$ cat config.mk
export PLATFORM = sky130hd
export DESIGN_NAME = tlv_frame_parser
export DESIGN_NICKNAME = d
export VERILOG_FILES = /design/src/design/tfp_pkg.sv /design/src/design/tfp_parse.sv /design/src/design/tfp_rsp_buf.sv /design/src/design/tlv_frame_parser.sv
export SDC_FILE = /design/constraint.sdc
export NUM_CORES = 1
export LEC_CHECK = 0
export ABC_AREA = 1
export BUFFER_PORTS_ARGS = -buffer_cell sky130_fd_sc_hd__buf_4
export CORE_MARGIN = 3
export CORE_UTILIZATION = 49
export DETAILED_ROUTE_END_ITERATION = 8
export PLACE_DENSITY = 0.73
export SLEW_MARGIN = 30
export SYNTH_ARGS = -nofsm -noshare
export SYNTH_HDL_FRONTEND = slang
export SYNTH_HIERARCHICAL = 1
export SYNTH_SLANG_ARGS = --single-unit
$ cat constraint.sdc
create_clock -name clock -period 5.3 [get_ports clock]
set_input_delay 0.795 -clock clock [delete_from_list [all_inputs] [get_ports clock]]
set_output_delay 0.795 -clock clock [all_outputs]
set_load 0.01 [all_outputs]
$ cat src/design/tfp_pkg.sv
// Package for the TLV frame parser: header state codes, result record and
// configuration register map. No dependencies.
`default_nettype none

package tfp_pkg;

   localparam int BYTE_BITS  = 8;
   localparam int LEN_BYTES  = 4;
   localparam int CSR_ADDR_W = 3;
   localparam int TDATA_W    = 48;

   // csr register index
   localparam logic CSR_LENGTH_ORDER = 1'b0;

   typedef enum logic [2:0] {
      ST_TYPE    = 3'd0,
      ST_LEN0    = 3'd1,
      ST_LEN1    = 3'd2,
      ST_LEN2    = 3'd3,
      ST_LEN3    = 3'd4,
      ST_PAYLOAD = 3'd5
   } tfp_state_type;

   typedef struct packed {
      logic [31:0]          frame_length;
      logic                 empty_frame;
      logic                 is_last;
      logic [BYTE_BITS-1:0] payload_byte;
      logic [BYTE_BITS-1:0] frame_type;
   } tfp_result_type;

   typedef struct packed {
      logic           valid;
      tfp_result_type data;
   } tfp_push_type;

endpackage

`default_nettype wire

$ cat src/design/tfp_parse.sv
// Header decoder and payload tracker of the TLV frame parser.
// Depends on tfp_pkg.
`default_nettype none

module tfp_parse
   import tfp_pkg::*;
#(
   parameter int LENGTH_WIDTH = 32
) (
   input  wire logic                 clock,
   input  wire logic                 reset,
   input  wire logic                 in_accept,
   input  wire logic [BYTE_BITS-1:0] in_byte,
   input  wire logic                 length_msb_first,
   output tfp_push_type              push
);

   tfp_state_type             state_ff, state_in;
   logic [BYTE_BITS-1:0]      type_ff, type_in;
   logic [LENGTH_WIDTH-1:0]   acc_ff, acc_in;
   logic [LENGTH_WIDTH-1:0]   rem_ff, rem_in;

   logic [LENGTH_WIDTH+BYTE_BITS-1:0] msb_word;
   logic [31:0]                       lsb_word;
   logic [1:0]                        byte_sel;
   logic [LENGTH_WIDTH-1:0]           acc_new;
   logic                              last;

   assign msb_word = {acc_ff, in_byte};
   assign lsb_word = 32'(in_byte) << {byte_sel, 3'b000};
   assign acc_new  = length_msb_first ? msb_word[LENGTH_WIDTH-1:0]
                                      : (acc_ff | lsb_word[LENGTH_WIDTH-1:0]);
   assign last     = (rem_ff <= LENGTH_WIDTH'(1));

   always_ff @(posedge clock) begin
      if (reset) begin
         state_ff <= ST_TYPE;
      end else begin
         state_ff <= state_in;
      end
      type_ff <= type_in;
      acc_ff  <= acc_in;
      rem_ff  <= rem_in;
   end

   always_comb begin
      state_in  = state_ff;
      type_in   = type_ff;
      acc_in    = acc_ff;
      rem_in    = rem_ff;
      byte_sel  = 2'd0;
      push      = '0;
      push.data.frame_type   = type_ff;
      push.data.frame_length = 32'(acc_ff);
      unique case (state_ff)
         ST_LEN0, ST_LEN1, ST_LEN2, ST_LEN3: begin
            byte_sel = 2'(state_ff - ST_LEN0);
            if (in_accept) begin
               acc_in = acc_new;
               if (state_ff != ST_LEN3) begin
                  state_in = tfp_state_type'(state_ff + 3'd1);
               end else if (acc_new == '0) begin
                  push.valid             = 1'b1;
                  push.data.is_last      = 1'b1;
                  push.data.empty_frame  = 1'b1;
                  push.data.frame_length = 32'(acc_new);
                  state_in               = ST_TYPE;
               end else begin
                  rem_in   = acc_new;
                  state_in = ST_PAYLOAD;
               end
            end
         end
         ST_PAYLOAD: begin
            push.data.payload_byte = in_byte;
            push.data.is_last      = last;
            if (in_accept) begin
               push.valid = 1'b1;
               if (rem_ff != '0) begin
                  rem_in = rem_ff - LENGTH_WIDTH'(1);
               end
               if (last) begin
                  state_in = ST_TYPE;
               end
            end
         end
         default: begin
            if (in_accept) begin
               type_in  = in_byte;
               acc_in   = '0;
               rem_in   = '0;
               state_in = ST_LEN0;
            end
         end
      endcase
   end

endmodule

`default_nettype wire

$ cat src/design/tfp_rsp_buf.sv
// Two-entry result buffer of the TLV frame parser; decouples the result
// channel from the byte input. Depends on tfp_pkg.
`default_nettype none

module tfp_rsp_buf
   import tfp_pkg::*;
(
   input  wire logic     clock,
   input  wire logic     reset,
   input  tfp_push_type  push,
   output logic          in_ready,
   output logic          out_valid,
   input  wire logic     out_ready,
   output tfp_result_type out_data
);

   logic [1:0]     count_ff, count_in;
   tfp_result_type head_ff, head_in;
   tfp_result_type tail_ff, tail_in;
   logic           pop;

   assign in_ready  = (count_ff != 2'd2);
   assign out_valid = (count_ff != 2'd0);
   assign out_data  = head_ff;
   assign pop       = out_valid && out_ready;

   always_ff @(posedge clock) begin
      if (reset) begin
         count_ff <= 2'd0;
      end else begin
         count_ff <= count_in;
      end
      head_ff <= head_in;
      tail_ff <= tail_in;
   end

   always_comb begin
      count_in = count_ff;
      head_in  = head_ff;
      tail_in  = tail_ff;
      case (count_ff)
         2'd0: begin
            if (push.valid) begin
               head_in  = push.data;
               count_in = 2'd1;
            end
         end
         2'd1: begin
            if (push.valid && pop) begin
               head_in = push.data;
            end else if (push.valid) begin
               tail_in  = push.data;
               count_in = 2'd2;
            end else if (pop) begin
               count_in = 2'd0;
            end
         end
         default: begin
            if (pop) begin
               head_in  = tail_ff;
               count_in = 2'd1;
            end
         end
      endcase
   end

endmodule

`default_nettype wire

$ cat src/design/tlv_frame_parser.sv
// TLV frame parser: one result per payload byte, one marked result per empty frame.
// A result is registered in the result buffer before it is offered on rsp.
// Throughput: one byte per cycle; a two-entry result buffer keeps req open while
// a result waits, and req stalls only when both entries are held.
// Reset clears the header state, the result buffer and the length order register.
// Depends on tfp_pkg, tfp_parse and tfp_rsp_buf.
`default_nettype none

module tlv_frame_parser
   import tfp_pkg::*;
#(
   parameter int LENGTH_WIDTH = 32
) (
   input  wire logic                  clock,
   input  wire logic                  reset,
   input  wire logic                  req_tvalid,
   output logic                       req_tready,
   input  wire logic [7:0]            req_tdata,   // in_byte
   output logic                       rsp_tvalid,
   input  wire logic                  rsp_tready,
   output logic [TDATA_W-1:0]         rsp_tdata,   // frame_type, payload_byte, frame_length
   output logic                       rsp_tlast,   // is_last
   output logic                       rsp_tuser,   // empty_frame
   input  wire logic                  csr_psel,
   input  wire logic                  csr_penable,
   input  wire logic                  csr_pwrite,
   input  wire logic [CSR_ADDR_W-1:0] csr_paddr,
   input  wire logic [31:0]           csr_pwdata,
   output logic [31:0]                csr_prdata,
   output logic                       csr_pready
);

   logic           msb_first_ff, msb_first_in;
   logic           csr_write;
   logic           csr_hit;
   logic           in_accept;
   tfp_push_type   push;
   tfp_result_type head;

   assign csr_pready = 1'b1;
   assign csr_hit    = (csr_paddr[2] == CSR_LENGTH_ORDER);
   assign csr_write  = csr_psel && csr_penable && csr_pwrite && csr_pready;
   assign csr_prdata = csr_hit ? {31'b0, msb_first_ff} : 32'b0;

   always_comb begin
      msb_first_in = msb_first_ff;
      if (csr_write && csr_hit) begin
         msb_first_in = csr_pwdata[0];
      end
   end

   always_ff @(posedge clock) begin
      if (reset) begin
         msb_first_ff <= 1'b0;
      end else begin
         msb_first_ff <= msb_first_in;
      end
   end

   assign in_accept = req_tvalid && req_tready;

   tfp_parse #(
      .LENGTH_WIDTH(LENGTH_WIDTH)
   ) u_parse (
      .clock            (clock),
      .reset            (reset),
      .in_accept        (in_accept),
      .in_byte          (req_tdata),
      .length_msb_first (msb_first_ff),
      .push             (push)
   );

   tfp_rsp_buf u_rsp_buf (
      .clock     (clock),
      .reset     (reset),
      .push      (push),
      .in_ready  (req_tready),
      .out_valid (rsp_tvalid),
      .out_ready (rsp_tready),
      .out_data  (head)
   );

   assign rsp_tdata = {head.frame_length, head.payload_byte, head.frame_type};
   assign rsp_tlast = head.is_last;
   assign rsp_tuser = head.empty_frame;

endmodule

`default_nettype wire

==> impl_metrics.env, run 1 <==
export IMPL_max_freq_mhz=269
export IMPL_grt_pass1_vias=6143
export IMPL_seqCellArea_sq_um=5290
export IMPL_vdd_drop_max_mv=0.265
export IMPL_fin_crit_ns=3.71
export IMPL_synth_xor_area_share_pct=0.586
export IMPL_layout_setup_ws_ns=1.59
export IMPL_grt_max_degree=58
export IMPL_tightest_slew_ns=0.820
export IMPL_tns_ns=0
export IMPL_relSlewSlack_pct=45.3
export IMPL_synth_flop_cell="edfxtp_1"
export IMPL_portBuffers=69
export IMPL_grt_usage_pct=20.6
export IMPL_synth_cell_types=44
export IMPL_vias_per_cell=5.36
export IMPL_num_antenna_cells=0
export IMPL_ant_nets=0
export IMPL_setup_viol=0
export IMPL_final_cell_mix="nand2_1, edfxtp_1, nor2_1"
export IMPL_tritoncts="built"
export IMPL_gr_usage_met2_pct=33.5
export IMPL_synth_compound_area_share_pct=4.83
export IMPL_yosys_warnings=6
export IMPL_drv_slew=0
export IMPL_grtUsageMet3_pct=3.77
export IMPL_p_sw_share_pct=24.7
export IMPL_post_synth_cell_area_avg_sq_um=9.25
export IMPL_synth_top_family_by_area="simple AND/OR/NAND/NOR gates"
export IMPL_layout_commonest_cell="nand2_1"
export IMPL_grt_pass1_wl_microns=32300
export IMPL_hold_viol=0
export IMPL_cts_made_buffers=17
export IMPL_finalCritPeriodShare_pct=70.1
export IMPL_outcome="complete, no violations"
export IMPL_worstSetupEndpointType="flop"
export IMPL_seq_area_frac_synth_pct=59.0
export IMPL_drtIter0Drc=729
export IMPL_seq_power_share_pct=48.8
export IMPL_syn2layout_area_growth_pct=13.5
export IMPL_multi_input_area_sq_um=3000
export IMPL_fillerInstances=1479
export IMPL_ys_seq_elements=178
export IMPL_rows=48
export IMPL_clock_sinks=178
export IMPL_cts_repair_resized=0
export IMPL_synthAdderAreaFrac_pct=0.977
export IMPL_path_max_fanout=50
export IMPL_grt_overflow=0
export IMPL_power_leakage_nw=4.23
export IMPL_r2r_slack_ns=1.59
export IMPL_dp_slack_ns=1.68
export IMPL_min_path_type="flop to flop"
export IMPL_io_pins=135
export IMPL_syn_cell_area_sq_um=8960
export IMPL_antenna_found_initial=0
export IMPL_post_drt_wl_per_cell_microns=16.4
export IMPL_rsz0062_at_grt="false"
export IMPL_yosys_mux_area_fraction_pct=0.126
export IMPL_place_hpwl_microns=13800
export IMPL_synthCells=969
export IMPL_synth_edf_count=172
export IMPL_clockRootBuffer="clkbuf_16"
export IMPL_postCtsSetupRepairBufs=0
export IMPL_internal_power_mw=2.56
export IMPL_met1_usage_pct=28.0
export IMPL_place_gp_congestion=0.900
export IMPL_max_cap_violations=0
export IMPL_post_route_drc_count=0
export IMPL_drive_gt1_share_pct=17.1
export IMPL_start_util_pct=50.9
export IMPL_dr_pass1_iters=6
export IMPL_yosys_area_share_simple_pct=25.3
export IMPL_pwr_share_comb_pct=10.5
export IMPL_die_area_sq_um=20000
export IMPL_gr_max_usage_layer="met2"
export IMPL_synth_async_reset_ratio_pct=0
export IMPL_core_sq_um=17600
export IMPL_ctsHoldBuffers=0
export IMPL_wl_microns=20400
export IMPL_p_per_area_nw_per_um2=334
export IMPL_required_ns=5.40
export IMPL_htree_levels=4
export IMPL_insertion_delay_ns=0.43
export IMPL_clk_path_buf_depth=2
export IMPL_finalClockSkew_ns=0.00876
export IMPL_die_y_microns=141
export IMPL_nNetsFinal=1064
export IMPL_start_kind="flop"
export IMPL_via_count=6663
export IMPL_die_w_microns=141
export IMPL_crit_arrival_ns=3.82
export IMPL_clockPowerShare_pct=40.7
export IMPL_switchingPower_uw=839
export IMPL_clk_pin_slew_ns=0.06
export IMPL_worstSetupPathType="flop to flop"
[cells in the mapped netlist, types with 2 or more instances]
master    count  area (sq um)
nand2_1     299          1120
buf_4        32           240
nor3_1        8          40.0
nor4_1        2          12.5
xor2_1        5          43.8
nand4_1      26           163
a31o_2        8          70.1
or2_2        25           156
nor2_1      133           499
o21ai_2       3          26.3
dfxtp_1       6           120
o22ai_1      19           119
nand4_2       2          25.0
nand3_1      23           115
buf_2        15          75.1
o32ai_1       4          35.0
o21ai_0      15          75.1
and3_1        2          12.5
a21oi_1      11          55.1
conb_1        2          7.51
ha_1          7          87.6
clkbuf_1     36           135
inv_1        75           282
or2_1         2          12.5
edfxtp_1    172          5160
buf_6         4          45.0
inv_2         4          15.0
buf_1         5          18.8
nand2_4       3          33.8
nand2_2       4          25.0
nor2_2        4          25.0
[layout make-up]
| type | count | area share, % |
|---|---|---|
| clock buffer | 17 | 4.18 |
| multi-input combinational | 648 | 29.5 |
| timing repair buffer | 81 | 6.34 |
| inverter | 81 | 3.04 |
| tap | 225 | 2.77 |
| sequential | 178 | 51.9 |
| clock inverter | 13 | 2.20 |
[logic make-up after synthesis]
kind of cell,count (synthesis)
AO/OA/AOI/OAI,67
AND/OR/NAND/NOR,535
other,2
flip-flops,178
XOR/XNOR,6
multiplexers,1
buffers and inverters,173
adder cells (fa/ha/maj),7
[layer usage]
metal / vias to the layer above / part of all wire [%]
li1: 3187 / -
met2: 309 / 50
met3: 51 / 7.9
met5: - / 0
met4: 0 / 2.6
met1: 3116 / 40
[worst max-delay path, stage by stage, from the launching register on]
cell	delay [ns]
dfxtp_1	0.31
buf_4	0.19
ha_1	0.22
ha_1	0.17
a21oi_1	0.14
nand2_2	0.41
nand4_1	0.22
nand2_1	0.07
nand2_1	0.22
nand2_1	0.08
nor2_1	0.13
nand2_1	0.07
nor2_2	0.15
nand4_2	0.10
buf_4	0.20
o21ai_2	0.09
nand2_2	0.08
inv_2	0.08
nand3_1	0.09
inv_2	0.08
buf_12	0.25
[state kept, by name, indices dropped and copies added (netlist names)]
name and count:
u_parse/rem_ff 32, u_rsp_buf/tail_ff 50, u_rsp_buf/out_data 50, u_parse/state_ff 3, u_parse/acc_ff 32, u_parse/type_ff 8
msb_first_ff 1, u_rsp_buf/count_ff 2
[per-stage QoR]
stage | instances | hold slack (ns) | cell area [sq um] | util (%) | power [mW]
2_1_floorplan | 999 | 0.427 | 9080 | - | 1.94
3_3_place_gp | 1213 | 0.431 | 9510 | 54.1 | 2.03
3_5_place_dp | 1213 | 0.436 | 9530 | 54.1 | 2.04
4_1_cts | 1243 | 0.451 | 10200 | 57.8 | 3.41
5_1_grt | 1243 | 0.459 | 10200 | 57.8 | 3.53
6_report | 1243 | 0.454 | 10200 | 57.8 | 3.40
[worst paths after layout]
| kind | startpoint | endpoint | depth (start not counted) |
|---|---|---|---|
| min | u_parse/type_ff[5] | u_rsp_buf/tail_ff[5] | 0 |
| max reg2reg | u_parse/state_ff[0] | u_rsp_buf/tail_ff[32] | 20 |
| min reg2reg | u_parse/type_ff[5] | u_rsp_buf/tail_ff[5] | 0 |
| max | u_parse/state_ff[0] | u_rsp_buf/tail_ff[32] | 20 |
[power groups by stage]
stage	logic, mW	registers, mW	clock network, mW
4_1_cts	0.349	1.66	1.40
3_3_place_gp	0.338	1.69	0
3_5_place_dp	0.346	1.69	0
5_1_grt	0.396	1.67	1.47
2_1_floorplan	0.274	1.67	0
6_report	0.356	1.66	1.39
No activity file was read; power rests on OpenSTA's default activity.
==> run 2: changes to the inputs <==
clock period = 3 ns   (was 5.3 ns; I/O delays follow)
==> run 2 against run 1 <==
Effect of this change: the flow now finishes with violations (setup timing); via count increased by 5.5%; clock skew grew 0.00086 ns; design area is 7.0% higher; final cell count grew 4.8%; total power rose by 71%; combinational power increased by 110%; sequential power rose by 77%; worst hold slack got worse by 0.24 ns; core utilization up 4.0 points; routed wire length up 9.6%; largest power group unchanged.
==> impl_metrics.env, run 2 (same netlist as run 1, synthesis figures left out) <==
export IMPL_internal_power_mw=4.28
export IMPL_post_drt_wl_per_cell_microns=17.2
export IMPL_io_pins=135
export IMPL_seqCellArea_sq_um=5290
export IMPL_die_area_sq_um=20000
export IMPL_met1_usage_pct=29.1
export IMPL_tritoncts="built"
export IMPL_power_leakage_nw=4.55
export IMPL_die_w_microns=141
export IMPL_antenna_found_initial=0
export IMPL_utilization_pct=61.9
export IMPL_pwr_share_comb_pct=13.1
export IMPL_r2r_slack_ns=-0.07
export IMPL_ctsHoldBuffers=0
export IMPL_switchingPower_mw=1.54
export IMPL_grt_pass1_vias=6459
export IMPL_tns_ns=-1.41
export IMPL_r2r_cells=23
export IMPL_drtIter0Drc=821
export IMPL_insertion_delay_ns=0.44
export IMPL_finalClockSkew_ns=0.00962
export IMPL_crit_arrival_ns=3.23
export IMPL_grt_max_degree=54
export IMPL_clockRootBuffer="clkbuf_16"
export IMPL_grt_pass1_wl_microns=33900
export IMPL_min_path_type="input port to flop"
export IMPL_violations="setup timing"
export IMPL_cts_made_buffers=17
export IMPL_layout_commonest_cell="nand2_1"
export IMPL_outcome="complete, but fails checks"
export IMPL_gr_max_usage_layer="met2"
export IMPL_place_hpwl_microns=14500
export IMPL_grtUsageMet3_pct=4.42
export IMPL_worstSetupEndpointType="flop"
export IMPL_max_freq_mhz=326
export IMPL_rsz0062_at_grt="true"
export IMPL_layout_setup_ws_ns=-0.0691
export IMPL_drive_gt1_share_pct=23.5
export IMPL_clk_path_buf_depth=2
export IMPL_dr_pass1_iters=5
export IMPL_wl_microns=22400
export IMPL_final_cell_mix="nand2_1, edfxtp_1, nor2_1"
export IMPL_crit_end="u_rsp_buf/tail_ff[17]"
export IMPL_setup_viol=60
export IMPL_clk_pin_slew_ns=0.07
export IMPL_max_cap_violations=0
export IMPL_hold_viol=0
export IMPL_core_sq_um=17600
export IMPL_vdd_drop_max_mv=0.436
export IMPL_required_ns=3.16
export IMPL_via_count=7030
export IMPL_drv_slew=0
export IMPL_place_gp_congestion=0.919
export IMPL_htree_levels=4
export IMPL_start_kind="flop"
export IMPL_clock_sinks=178
export IMPL_seq_power_share_pct=50.4
export IMPL_clockPowerShare_pct=36.4
export IMPL_reg2reg_from="u_parse/state_ff[0]"
export IMPL_path_max_fanout=9
export IMPL_rows=48
export IMPL_multi_input_area_sq_um=3120
export IMPL_dp_slack_ns=-0.00783
export IMPL_p_total_mw=5.82
export IMPL_nNetsFinal=1122
export IMPL_crit_path_start="u_parse/state_ff[0]"
export IMPL_fillerInstances=1392
export IMPL_die_y_microns=141
export IMPL_gr_usage_met2_pct=35.7
export IMPL_syn2layout_area_growth_pct=21.5
export IMPL_worstSetupPathType="flop to flop"
export IMPL_grt_usage_pct=21.9
export IMPL_tightest_slew_ns=0.706
export IMPL_p_per_area_nw_per_um2=535
export IMPL_grt_overflow=0
export IMPL_ant_nets=0
export IMPL_hold_start="reset"
export IMPL_num_antenna_cells=0
export IMPL_portBuffers=69
export IMPL_finalCritPeriodShare_pct=102
export IMPL_start_util_pct=50.9
export IMPL_vias_per_cell=5.40
export IMPL_post_route_drc_count=0
export IMPL_relSlewSlack_pct=52.9
export IMPL_fin_crit_ns=3.07
export IMPL_p_sw_share_pct=26.4
export IMPL_rr_endpoint="u_rsp_buf/tail_ff[17]"
[run 2: power groups by stage]
| stage | clock, mW | sequential [mW] | combinational [mW] |
|---|---|---|---|
| 2_1_floorplan | 0 | 2.95 | 0.502 |
| 3_3_place_gp | 0 | 2.98 | 0.677 |
| 3_5_place_dp | 0 | 2.99 | 0.693 |
| 4_1_cts | 2.16 | 2.93 | 0.728 |
| 5_1_grt | 2.28 | 2.94 | 0.829 |
| 6_report | 2.12 | 2.94 | 0.763 |
[run 2: worst min path at each step]
stage / slack [ns] / cells after the start / endpoint
floorplan: 0.43 / 0 / u_rsp_buf/tail_ff[0]
global placement: 0.43 / 0 / u_rsp_buf/tail_ff[4]
detailed placement: 0.43 / 0 / u_rsp_buf/tail_ff[5]
CTS: 0.20 / 2 / u_parse/state_ff[1]
global route: 0.22 / 2 / u_parse/state_ff[0]
finish: 0.22 / 2 / u_parse/state_ff[1]
[run 2: critical path, stage by stage, from the launching register on]
cell and delay [ns]:
dfxtp_4 0.36, buf_12 0.14, inv_8 0.06, ha_4 0.14, a21oi_4 0.06, nand2_4 0.15, buf_12 0.15, nand2_8 0.08
nand3_1 0.08, nand2_1 0.05, nand2_1 0.10, nand2_1 0.09, nor2_1 0.10, nand2_1 0.08, nor2_2 0.15, nand4_2 0.16
o21ai_4 0.10, nand2_2 0.09, inv_2 0.08, nand3_2 0.09, clkinvlp_4 0.11, buf_6 0.11, buf_12 0.13, clkbuf_16 0.14
[run 2: layout make-up]
| type | count | share of cell area, % |
|---|---|---|
| sequential | 178 | 48.6 |
| clock inverter | 14 | 1.15 |
| inverter | 81 | 3.01 |
| timing repair buffer | 139 | 12.0 |
| clock buffer | 18 | 3.94 |
| tap | 225 | 2.59 |
| multi-input combinational | 648 | 28.7 |
[run 2: layer usage]
layer,wire (microns),vias to the layer above
met5,0,-
met4,663,0
met3,1830,43
met2,10900,361
met1,8940,3313
li1,-,3313
[run 2: timing repair]
item                       CTS  global route
setup buffers                9             5
setup endpoints to repair   41           100
gates resized for setup     22            18
pin swaps                    7            14
cloned                       4             5
[run 2: per-stage QoR]
| stage | cells | instance area [sq um] | hold WS (ns) |
|---|---|---|---|
| global route | 1303 | 10900 | 0.215 |
| global placement | 1248 | 9850 | 0.432 |
| detailed placement | 1248 | 9850 | 0.434 |
| CTS | 1293 | 10700 | 0.200 |
| floorplan | 999 | 9180 | 0.427 |
| finish | 1303 | 10900 | 0.215 |
